<file path="src/sv/smeu_pkg.sv">
// Shared types, constants and opcode definitions for the scalar MIPS execute unit.
package smeu_pkg;

  localparam int DMEM_BYTES = 4096;
  localparam int DMEM_AW    = $clog2(DMEM_BYTES);
  localparam int DMEM_ROWS  = DMEM_BYTES / 4;
  localparam int ROW_AW     = DMEM_AW - 2;
  localparam int REG_COUNT  = 32;
  localparam int REG_AW     = $clog2(REG_COUNT);
  localparam int PC_W       = 12;
  localparam int QUEUE_DEPTH = 2;
  localparam int QUEUE_AW   = $clog2(QUEUE_DEPTH);
  localparam int QUEUE_CW   = $clog2(QUEUE_DEPTH + 1);

  // Primary opcodes
  localparam logic [5:0] OPC_SPECIAL = 6'h00;
  localparam logic [5:0] OPC_REGIMM  = 6'h01;
  localparam logic [5:0] OPC_J       = 6'h02;
  localparam logic [5:0] OPC_JAL     = 6'h03;
  localparam logic [5:0] OPC_BEQ     = 6'h04;
  localparam logic [5:0] OPC_BNE     = 6'h05;
  localparam logic [5:0] OPC_BLEZ    = 6'h06;
  localparam logic [5:0] OPC_BGTZ    = 6'h07;
  localparam logic [5:0] OPC_ADDI    = 6'h08;
  localparam logic [5:0] OPC_ADDIU   = 6'h09;
  localparam logic [5:0] OPC_SLTI    = 6'h0A;
  localparam logic [5:0] OPC_SLTIU   = 6'h0B;
  localparam logic [5:0] OPC_ANDI    = 6'h0C;
  localparam logic [5:0] OPC_ORI     = 6'h0D;
  localparam logic [5:0] OPC_XORI    = 6'h0E;
  localparam logic [5:0] OPC_LUI     = 6'h0F;
  localparam logic [5:0] OPC_LB      = 6'h20;
  localparam logic [5:0] OPC_LH      = 6'h21;
  localparam logic [5:0] OPC_LW      = 6'h23;
  localparam logic [5:0] OPC_LBU     = 6'h24;
  localparam logic [5:0] OPC_LHU     = 6'h25;
  localparam logic [5:0] OPC_SB      = 6'h28;
  localparam logic [5:0] OPC_SH      = 6'h29;
  localparam logic [5:0] OPC_SW      = 6'h2B;

  // SPECIAL function codes
  localparam logic [5:0] FN_SLL   = 6'h00;
  localparam logic [5:0] FN_SRL   = 6'h02;
  localparam logic [5:0] FN_SRA   = 6'h03;
  localparam logic [5:0] FN_SLLV  = 6'h04;
  localparam logic [5:0] FN_SRLV  = 6'h06;
  localparam logic [5:0] FN_SRAV  = 6'h07;
  localparam logic [5:0] FN_JR    = 6'h08;
  localparam logic [5:0] FN_JALR  = 6'h09;
  localparam logic [5:0] FN_BREAK = 6'h0D;
  localparam logic [5:0] FN_ADD   = 6'h20;
  localparam logic [5:0] FN_ADDU  = 6'h21;
  localparam logic [5:0] FN_SUB   = 6'h22;
  localparam logic [5:0] FN_SUBU  = 6'h23;
  localparam logic [5:0] FN_AND   = 6'h24;
  localparam logic [5:0] FN_OR    = 6'h25;
  localparam logic [5:0] FN_XOR   = 6'h26;
  localparam logic [5:0] FN_NOR   = 6'h27;
  localparam logic [5:0] FN_SLT   = 6'h2A;
  localparam logic [5:0] FN_SLTU  = 6'h2B;

  // REGIMM rt codes
  localparam logic [4:0] RI_BLTZ   = 5'h00;
  localparam logic [4:0] RI_BGEZ   = 5'h01;
  localparam logic [4:0] RI_BLTZAL = 5'h10;
  localparam logic [4:0] RI_BGEZAL = 5'h11;

  // Internal execute operations
  localparam logic [4:0] EX_NONE = 5'd0;
  localparam logic [4:0] EX_SLL  = 5'd1;
  localparam logic [4:0] EX_SRL  = 5'd2;
  localparam logic [4:0] EX_SRA  = 5'd3;
  localparam logic [4:0] EX_ADD  = 5'd4;
  localparam logic [4:0] EX_SUB  = 5'd5;
  localparam logic [4:0] EX_AND  = 5'd6;
  localparam logic [4:0] EX_OR   = 5'd7;
  localparam logic [4:0] EX_XOR  = 5'd8;
  localparam logic [4:0] EX_NOR  = 5'd9;
  localparam logic [4:0] EX_SLT  = 5'd10;
  localparam logic [4:0] EX_SLTU = 5'd11;
  localparam logic [4:0] EX_LUI  = 5'd12;
  localparam logic [4:0] EX_LOAD = 5'd13;
  localparam logic [4:0] EX_STORE = 5'd14;
  localparam logic [4:0] EX_BLTZ = 5'd15;
  localparam logic [4:0] EX_BGEZ = 5'd16;
  localparam logic [4:0] EX_BEQ  = 5'd17;
  localparam logic [4:0] EX_BNE  = 5'd18;
  localparam logic [4:0] EX_BLEZ = 5'd19;
  localparam logic [4:0] EX_BGTZ = 5'd20;
  localparam logic [4:0] EX_J    = 5'd21;
  localparam logic [4:0] EX_JR   = 5'd22;

  // Access size, stored as byte count minus one
  localparam logic [1:0] SZ_BYTE = 2'd0;
  localparam logic [1:0] SZ_HALF = 2'd1;
  localparam logic [1:0] SZ_WORD = 2'd3;

  typedef struct packed {
    logic [31:0]     instruction_word;
    logic [PC_W-1:0] current_pc;
  } req_t;

  typedef struct packed {
    logic            dest_valid;
    logic [4:0]      dest_index;
    logic [31:0]     dest_value;
    logic            branch_taken;
    logic [PC_W-1:0] branch_target;
    logic            break_hit;
    logic            unsupported;
  } rsp_t;

  typedef struct packed {
    logic [4:0]        op;
    logic [REG_AW-1:0] rs;
    logic [REG_AW-1:0] rt;
    logic [REG_AW-1:0] dest;
    logic              use_imm;
    logic [31:0]       imm;
    logic              shamt_reg;
    logic [4:0]        sa;
    logic              link_wr;
    logic [PC_W-1:0]   link;
    logic [PC_W-1:0]   btgt;
    logic [PC_W-1:0]   jtgt;
    logic [1:0]        mem_last;
    logic              load_signed;
    logic              brk;
    logic              unsup;
  } uop_t;

endpackage

</file>
<file path="src/sv/smeu_front.sv">
// Front end: accept requests, decode them into micro-ops, and queue them.
module smeu_front (
  input  logic                clk,
  input  logic                rst,
  input  logic                req_valid,
  output logic                req_stall,
  input  smeu_pkg::req_t      req,
  input  logic                busy,
  output logic                head_valid,
  output smeu_pkg::uop_t      head,
  input  logic                pop
);

  smeu_pkg::uop_t                     dec;
  smeu_pkg::uop_t                     queue [smeu_pkg::QUEUE_DEPTH];
  logic [smeu_pkg::QUEUE_AW-1:0]      wptr;
  logic [smeu_pkg::QUEUE_AW-1:0]      rptr;
  logic [smeu_pkg::QUEUE_CW-1:0]      count;
  logic                               push;
  logic [31:0]                        w;
  logic [31:0]                        sext_imm;
  logic [smeu_pkg::PC_W-1:0]          pc;

  assign w        = req.instruction_word;
  assign pc       = req.current_pc;
  assign sext_imm = {{16{w[15]}}, w[15:0]};

  always_comb begin
    dec             = '0;
    dec.rs          = w[25:21];
    dec.rt          = w[20:16];
    dec.sa          = w[10:6];
    dec.link        = pc + smeu_pkg::PC_W'(8);
    dec.btgt        = pc + smeu_pkg::PC_W'(4) + {w[smeu_pkg::PC_W-3:0], 2'b00};
    dec.jtgt        = {w[9:0], 2'b00};
    dec.imm         = sext_imm;
    unique case (w[31:26])
      smeu_pkg::OPC_SPECIAL: begin
        dec.dest = w[15:11];
        unique case (w[5:0])
          smeu_pkg::FN_SLL:  dec.op = smeu_pkg::EX_SLL;
          smeu_pkg::FN_SRL:  dec.op = smeu_pkg::EX_SRL;
          smeu_pkg::FN_SRA:  dec.op = smeu_pkg::EX_SRA;
          smeu_pkg::FN_SLLV: begin
            dec.op = smeu_pkg::EX_SLL;
            dec.shamt_reg = 1'b1;
          end
          smeu_pkg::FN_SRLV: begin
            dec.op = smeu_pkg::EX_SRL;
            dec.shamt_reg = 1'b1;
          end
          smeu_pkg::FN_SRAV: begin
            dec.op = smeu_pkg::EX_SRA;
            dec.shamt_reg = 1'b1;
          end
          smeu_pkg::FN_JR: begin
            dec.op   = smeu_pkg::EX_JR;
            dec.dest = '0;
          end
          smeu_pkg::FN_JALR: begin
            dec.op      = smeu_pkg::EX_JR;
            dec.link_wr = 1'b1;
          end
          smeu_pkg::FN_BREAK: begin
            dec.brk  = 1'b1;
            dec.dest = '0;
          end
          smeu_pkg::FN_ADD, smeu_pkg::FN_ADDU: dec.op = smeu_pkg::EX_ADD;
          smeu_pkg::FN_SUB, smeu_pkg::FN_SUBU: dec.op = smeu_pkg::EX_SUB;
          smeu_pkg::FN_AND:  dec.op = smeu_pkg::EX_AND;
          smeu_pkg::FN_OR:   dec.op = smeu_pkg::EX_OR;
          smeu_pkg::FN_XOR:  dec.op = smeu_pkg::EX_XOR;
          smeu_pkg::FN_NOR:  dec.op = smeu_pkg::EX_NOR;
          smeu_pkg::FN_SLT:  dec.op = smeu_pkg::EX_SLT;
          smeu_pkg::FN_SLTU: dec.op = smeu_pkg::EX_SLTU;
          default: begin
            dec.unsup = 1'b1;
            dec.dest  = '0;
          end
        endcase
      end
      smeu_pkg::OPC_REGIMM: begin
        unique case (w[20:16])
          smeu_pkg::RI_BLTZ: dec.op = smeu_pkg::EX_BLTZ;
          smeu_pkg::RI_BGEZ: dec.op = smeu_pkg::EX_BGEZ;
          smeu_pkg::RI_BLTZAL: begin
            dec.op      = smeu_pkg::EX_BLTZ;
            dec.link_wr = 1'b1;
            dec.dest    = 5'd31;
          end
          smeu_pkg::RI_BGEZAL: begin
            dec.op      = smeu_pkg::EX_BGEZ;
            dec.link_wr = 1'b1;
            dec.dest    = 5'd31;
          end
          default: dec.unsup = 1'b1;
        endcase
      end
      smeu_pkg::OPC_J:    dec.op = smeu_pkg::EX_J;
      smeu_pkg::OPC_JAL: begin
        dec.op      = smeu_pkg::EX_J;
        dec.link_wr = 1'b1;
        dec.dest    = 5'd31;
      end
      smeu_pkg::OPC_BEQ:  dec.op = smeu_pkg::EX_BEQ;
      smeu_pkg::OPC_BNE:  dec.op = smeu_pkg::EX_BNE;
      smeu_pkg::OPC_BLEZ: dec.op = smeu_pkg::EX_BLEZ;
      smeu_pkg::OPC_BGTZ: dec.op = smeu_pkg::EX_BGTZ;
      smeu_pkg::OPC_ADDI, smeu_pkg::OPC_ADDIU: begin
        dec.op = smeu_pkg::EX_ADD;
        dec.use_imm = 1'b1;
        dec.dest = w[20:16];
      end
      smeu_pkg::OPC_SLTI: begin
        dec.op = smeu_pkg::EX_SLT;
        dec.use_imm = 1'b1;
        dec.dest = w[20:16];
      end
      smeu_pkg::OPC_SLTIU: begin
        dec.op = smeu_pkg::EX_SLTU;
        dec.use_imm = 1'b1;
        dec.dest = w[20:16];
      end
      smeu_pkg::OPC_ANDI: begin
        dec.op = smeu_pkg::EX_AND;
        dec.use_imm = 1'b1;
        dec.imm = {16'h0000, w[15:0]};
        dec.dest = w[20:16];
      end
      smeu_pkg::OPC_ORI: begin
        dec.op = smeu_pkg::EX_OR;
        dec.use_imm = 1'b1;
        dec.imm = {16'h0000, w[15:0]};
        dec.dest = w[20:16];
      end
      smeu_pkg::OPC_XORI: begin
        dec.op = smeu_pkg::EX_XOR;
        dec.use_imm = 1'b1;
        dec.imm = {16'h0000, w[15:0]};
        dec.dest = w[20:16];
      end
      smeu_pkg::OPC_LUI: begin
        dec.op = smeu_pkg::EX_LUI;
        dec.imm = {w[15:0], 16'h0000};
        dec.dest = w[20:16];
      end
      smeu_pkg::OPC_LB, smeu_pkg::OPC_LBU: begin
        dec.op = smeu_pkg::EX_LOAD;
        dec.mem_last = smeu_pkg::SZ_BYTE;
        dec.load_signed = (w[31:26] == smeu_pkg::OPC_LB);
        dec.dest = w[20:16];
      end
      smeu_pkg::OPC_LH, smeu_pkg::OPC_LHU: begin
        dec.op = smeu_pkg::EX_LOAD;
        dec.mem_last = smeu_pkg::SZ_HALF;
        dec.load_signed = (w[31:26] == smeu_pkg::OPC_LH);
        dec.dest = w[20:16];
      end
      smeu_pkg::OPC_LW: begin
        dec.op = smeu_pkg::EX_LOAD;
        dec.mem_last = smeu_pkg::SZ_WORD;
        dec.dest = w[20:16];
      end
      smeu_pkg::OPC_SB: begin
        dec.op = smeu_pkg::EX_STORE;
        dec.mem_last = smeu_pkg::SZ_BYTE;
      end
      smeu_pkg::OPC_SH: begin
        dec.op = smeu_pkg::EX_STORE;
        dec.mem_last = smeu_pkg::SZ_HALF;
      end
      smeu_pkg::OPC_SW: begin
        dec.op = smeu_pkg::EX_STORE;
        dec.mem_last = smeu_pkg::SZ_WORD;
      end
      default: dec.unsup = 1'b1;
    endcase
  end

  assign req_stall  = busy || (count == smeu_pkg::QUEUE_CW'(smeu_pkg::QUEUE_DEPTH));
  assign push       = req_valid && !req_stall;
  assign head_valid = (count != '0);
  assign head       = queue[rptr];

  always_ff @(posedge clk) begin
    if (push) begin
      queue[wptr] <= dec;
    end
  end

  always_ff @(posedge clk) begin
    if (rst) begin
      wptr  <= '0;
      rptr  <= '0;
      count <= '0;
    end else begin
      if (push) begin
        wptr <= wptr + 1'b1;
      end
      if (pop) begin
        rptr <= rptr + 1'b1;
      end
      count <= count + smeu_pkg::QUEUE_CW'(push) - smeu_pkg::QUEUE_CW'(pop);
    end
  end

endmodule

</file>
<file path="config.mk">
export PLATFORM = sky130hd
export DESIGN_NAME = smeu_front
export DESIGN_NICKNAME = d
export VERILOG_FILES = /design/src/sv/smeu_pkg.sv /design/src/sv/smeu_front.sv
export SDC_FILE = /design/constraint.sdc
export NUM_CORES = 1
export LEC_CHECK = 0
export BUFFER_PORTS_ARGS = -buffer_cell sky130_fd_sc_hd__buf_2
export CORE_MARGIN = 5
export CORE_UTILIZATION = 60
export DETAILED_ROUTE_END_ITERATION = 10
export PLACE_DENSITY = 0.95
export SLEW_MARGIN = 25
export SYNTH_ARGS = -nofsm -noshare
export SYNTH_HDL_FRONTEND = slang
export SYNTH_SLANG_ARGS = --single-unit
export TNS_END_PERCENT = 5
</file>
<file path="constraint.sdc">
create_clock -name clk -period 10.8 [get_ports clk]
set_clock_uncertainty 0.05 [all_clocks]
set_input_delay 3.24 -clock clk [delete_from_list [all_inputs] [get_ports clk]]
set_output_delay 3.24 -clock clk [all_outputs]
set_load 0.01 [all_outputs]
</file>
==> impl_metrics.ini, run 1 <==
[grt]
grt_max_degree = 75
antenna_found_initial = 0
grt_pass1_wl_mm = 27.3
use_met1_pct = 25.6
gr-usage-met2_pct = 38.3
grt_pass1_vias = 5194
grt_overflow = 0
grt_util_met3_pct = 5.23
track_usage_pct = 21.7
grt-busiest-layer = met2

[floorplan]
die_h_um = 129
core-area_um2 = 13900
rows = 43
die_x_um = 129
ios = 152
dieArea_um2 = 16600
initial_utilization_pct = 61.1

[clocking]
cts_tree = yes
cts_htree_levels = 4
clk_path_buf_depth = 2
clk_pin_slew_ps = 60
cts_hold_buf = 0
numClockSinks = 191
cts_resized = 0
clk_latency_ps = 420
cts_made_buffers = 17
cts_setup_buffers = 0
root_buffer = clkbuf_16

[worst_setup_path]
worstSetupStartpointType = input port
rr_startpoint = count[0]$_SDFF_PP0_
arrival_ps = 3720
endpoint_kind = output port
worst_ep_required_time_ps = 7510
crit_path_max_fanout = 3
worstSetupStartpoint = busy
crit_type = input port to output port

[sta]
fin_setup_tns_ps = 0
rsz0062_at_grt = no
slew_headroom_pct = 36.3
setup_viol = 0
whs_ps = 473
fmax_mhz = 143
max_slew.worst_pin.slew_ps = 956
drv_slew = 0
finalCriticalPeriod_ps = 7010
final_hold_viol_count = 0
post-route-period-util_pct = 64.9

[logic_synthesis]
ys_warn_count = 0
synthArstFlopShare_pct = 0
synth_top_family_by_area = multiplexers
synthAdderAreaFrac_pct = 3.18
ys_seq_area_share_pct = 67.0
syn_area_per_cell_um2 = 15.6
yosys.area_share.simple_pct = 6.05
synth_edf_count = 186
synth_compound_area_share_pct = 6.28
synth_xor_area_share_pct = 2.17
synth.distinct_cells = 51
synthMuxAreaShare_pct = 12.5
synth_area_um2 = 8490
synthFlopType = edfxtp_1
synthCells = 544
synth_seq_cells = 191

[final_layout]
final_cells = 878
final_layout_size_suffix_gt1_share_pct = 41.1
post-route-util_pct = 71.4
fill_cells = 878
multi_input_area_um2 = 2580
n_antenna_cell = 0
syn_to_final_growth_pct = 16.8
fin_area_um2 = 9910
area.sequential_um2 = 5690
layout.nets = 755

[route]
routedWlPerCell_um = 20.1
drtIter0Drc = 450
totalWireLength_mm = 17.7
drc = 0
dr_total_vias = 5068
viasPerCell = 5.77
ant_nets = 0
drt-pass1-iter-count = 5

[place]
gp_congestion = 0.878
numPortBuffers = 149
placed_area_um2 = 9340
dpl.hpwl_mm = 11.7
dp.cells = 846

[power_and_ir_drop]
p_leak_nw = 3.71
p_per_area_nw_per_um2 = 176
irDropWorstVdd_v = 0.000129

[outcome]
status = finished, final reports clean

[run]
cap_violations = 0

[min_path]
hold_path.class = flip-flop to flip-flop
worstHoldStart = rptr$_SDFFE_PP0P_
[cells in the final DEF, fill, tap and decap left out, types with 14 or more instances in the layout]
cell and count:
clkbuf_16 17, ha_1 20, nor2b_1 21, mux2_2 93, edfxtp_1 186, nor2_1 22, a21o_1 17, xnor2_1 14
buf_2 149, o21ai_0 14
[final timing paths]
check	endpoint	slack (ps)	cells past startpoint
setup reg to reg	queue[0][1]$_DFFE_PP_	8290	6
setup / recovery	req_stall	3790	4
hold / removal	rptr$_SDFFE_PP0P_	470	2
hold reg to reg	rptr$_SDFFE_PP0P_	470	2
[area by class of cell]
type                    instances  share of cell area, %
clock buffers                  20                   4.40
clock inverters                12                   1.38
inverters                      13                  0.492
multi-input cells             307                   26.1
flip-flops and latches        191                   57.4
well taps                     180                   2.27
repair buffers                155                   8.01
[sequential cells by signal, summed over array words and instances (netlist names), named ones only]
signal / cells
count: 2
queue: 186
rptr: 1
wptr: 1
[metal layers]
metal	share of wire, %	vias up	wire, um
met5	0	-	0
met4	2.8	0	501
met3	6.2	42	1100
met2	54	190	9530
met1	37	2491	6540
li1	-	2345	-
[where the power goes]
part	internal [mW]	total [mW]	switching, mW
registers	0.870	0.885	0.0146
logic	0.108	0.252	0.144
clock network	0.342	0.607	0.265
total	1.32	1.74	0.423
[synthesized netlist by cell type, types with 4 or more instances]
library cell  number  area [um2]
buf_4              8        60.1
o21ai_0           14        70.1
edfxtp_1         186        5590
a221o_1            5        50.1
a21o_1            17         128
nor3_1             6        30.0
mux2_2            93        1050
buf_2             14        70.1
nand2b_1           7        43.8
a21oi_1           12        60.1
nand2_1           13        48.8
dfxtp_1            5         100
a211oi_1           4        30.0
clkbuf_1          10        37.5
xor2_1             7        61.3
xnor2_1           14         123
inv_1             12        45.0
nor2_1            23        86.3
nand3_1            4        20.0
nor2b_1           21         131
ha_1              20         250
[kinds of logic after synthesis]
family | Yosys count
flip-flops | 191
multiplexers | 94
AND/OR/NAND/NOR | 94
AO/OA/AOI/OAI | 75
buffers and inverters | 47
adder cells (fa/ha/maj) | 21
XOR/XNOR | 21
other | 1
[worst max-delay path, cell delays in order]
cell and delay, ps:
buf_2 90, a21oi_1 190, inv_1 60, buf_2 140
[through the flow]
stage                     setup WS (ps)  power, mW
after floorplan                    2790       1.06
after global placement             3800       1.14
after detailed placement           3780       1.15
after CTS                          3780       1.75
after global routing               3710       1.81
final                              3790       1.74
Note: power is estimated with default switching activity, not from simulation.
==> run 2, diff against run 1 <==
--- a/config.mk
+++ b/config.mk
@@ -7,9 +7,9 @@
 export LEC_CHECK = 0
 export BUFFER_PORTS_ARGS = -buffer_cell sky130_fd_sc_hd__buf_2
 export CORE_MARGIN = 5
-export CORE_UTILIZATION = 60
+export CORE_UTILIZATION = 50
 export DETAILED_ROUTE_END_ITERATION = 10
-export PLACE_DENSITY = 0.95
+export PLACE_DENSITY = 0.86
 export SLEW_MARGIN = 25
 export SYNTH_ARGS = -nofsm -noshare
 export SYNTH_HDL_FRONTEND = slang
==> constraint.sdc (replaced) <==
create_clock -name clk -period 6 [get_ports clk]
set_clock_uncertainty 0.05 [all_clocks]
set_input_delay 1.8 -clock clk [delete_from_list [all_inputs] [get_ports clk]]
set_output_delay 1.8 -clock clk [all_outputs]
set_load 0.01 [all_outputs]
==> run 2 against run 1 <==
Against the previous run:
- via count shrank 2.2%
- setup slack lost 2000 ps
- non-clock buffer count grew 1
- final cell count grew 4.8%
- utilization shrank 12 points
- sequential share of layout area shrank 0.33 points
- combinational power grew 76%
- global-route usage shrank 3.6 points
- die area grew 18%
- first-iteration DRC count grew 2.9%
- largest cell class unchanged
==> impl_metrics.ini, run 2 (same netlist as run 1, synthesis figures left out) <==
[min_path]
hold-path-cell-count = 2
hold_path.class = flip-flop to flip-flop

[floorplan]
core-area_um2 = 16600
rows = 47
ios = 152
initial_utilization_pct = 51.0
die_x_um = 140
die_h_um = 140
dieArea_um2 = 19700

[final_layout]
layout.nets = 756
mostFrequentLayoutCells = edfxtp_1 (186), buf_2 (149), mux2_2 (93), nor2_1 (22), nor2b_1 (21)
top_regs = queue (186), count (2)
largest_reg_flops = 186
fill_cells = 1265
largest_register = queue
syn_to_final_growth_pct = 17.5
post-route-util_pct = 59.9
final_cells = 920
final_layout_size_suffix_gt1_share_pct = 41.3
final_common_cell = edfxtp_1

[clocking]
clk_path_buf_depth = 2
root_buffer = clkbuf_16
clk_latency_ps = 420
cts_made_buffers = 17
cts_resized = 0
cts_htree_levels = 4
cts_setup_buffers = 0
numClockSinks = 191
cts_hold_buf = 0
cts_tree = yes
clk_pin_slew_ps = 70

[route]
ant_nets = 0
routedWlPerCell_um = 18.9
totalWireLength_mm = 17.4
viasPerCell = 5.39
drt-pass1-iter-count = 5
dr_total_vias = 4958
drtIter0Drc = 463
drc = 0

[worst_setup_path]
max_stage_delay_ps = 970
crit_path_max_fanout = 69
arrival_ps = 2410
endpoint_kind = output port
worst_ep_required_time_ps = 4150
cp_cell_sequence = buf_4 > mux2_2 > buf_2
r2r_cells = 5
crit_type = flip-flop to output port
worstSetupStartpointType = flip-flop
slowest_stage = dfxtp_4

[place]
dpl.hpwl_mm = 12.0
numPortBuffers = 149
gp_congestion = 0.874
dp.cells = 887

[outcome]
status = finished, final reports clean

[sta]
max_slew.worst_pin.slew_ps = 949
drv_slew = 0
post-route-period-util_pct = 71.0
fin_setup_tns_ps = 0
fmax_mhz = 235
rsz0062_at_grt = no
whs_ps = 479
setup_viol = 0
slew_headroom_pct = 36.7
finalCriticalPeriod_ps = 4260
final_hold_viol_count = 0

[grt]
grt_pass1_vias = 5239
grt_overflow = 0
gr-usage-met2_pct = 32.2
grt_util_met3_pct = 4.09
grt-busiest-layer = met2
antenna_found_initial = 0
use_met1_pct = 22.1
grt_max_degree = 70
grt_pass1_wl_mm = 27.9
track_usage_pct = 18.1

[power_and_ir_drop]
irDropWorstVdd_v = 0.000249
p_per_area_nw_per_um2 = 312
p_leak_nw = 3.72

[run]
cap_violations = 0
==> run 2: cell types whose count changed in the layout (fill, tap and decap cells not counted), sizes merged <==
cell      before  now
buf          155  156
inv           15   17
clkinv         2    6
diode          0    1
clkbuf        20   17
clkinvlp       6    4
bufinv         2    1
==> run 2: final timing paths <==
path	from	end	slack, ps
max	flip-flop	head[16]	1740
min	rptr$_SDFFE_PP0P_	rptr$_SDFFE_PP0P_	480
max reg2reg	count[0]$_SDFF_PP0_	queue[0][24]$_DFFE_PP_	3650
min reg2reg	rptr$_SDFFE_PP0P_	rptr$_SDFFE_PP0P_	480
==> run 2: layer usage <==
metal | vias to the layer above | wire length [um] | share of wire, %
li1 | 2360 | - | -
met2 | 165 | 9210 | 53
met3 | 13 | 956 | 5.5
met5 | - | 0 | 0
met4 | 0 | 208 | 1.2
met1 | 2420 | 7010 | 40
==> run 2: area by class of cell <==
cell class | count | area (um2) | share of cell area [%]
multi-input combinational | 307 | 2580 | 25.9
clock inverter | 15 | 136 | 1.37
antenna | 1 | 2.50 | 0.0251
inverter | 13 | 48.8 | 0.489
sequential | 191 | 5690 | 57.1
timing repair buffer | 156 | 811 | 8.13
tap | 220 | 275 | 2.76
clock buffer | 17 | 425 | 4.27
==> run 2: stage by stage <==
| stage | total power, mW | instance area [um2] | setup WS [ps] |
|---|---|---|---|
| 2_1_floorplan | 1.91 | 8490 | 995 |
| 3_3_place_gp | 2.06 | 9410 | 1880 |
| 3_5_place_dp | 2.08 | 9410 | 1850 |
| 4_1_cts | 3.15 | 9970 | 1660 |
| 5_1_grt | 3.25 | 9970 | 1580 |
| 6_report | 3.11 | 9970 | 1740 |
==> run 2: critical path: cells and delay by family (launching register included) <==
family | cells | cell delay (ps)
DFF | 1 | 970
muxes | 1 | 400
buffers and inverters | 2 | 590
==> run 2: power breakdown <==
part,leakage (nW),switching [mW],internal [mW]
clock network,0.263,0.487,0.577
registers,1.75,0.0379,1.57
logic,1.71,0.247,0.197
total,3.72,0.771,2.34
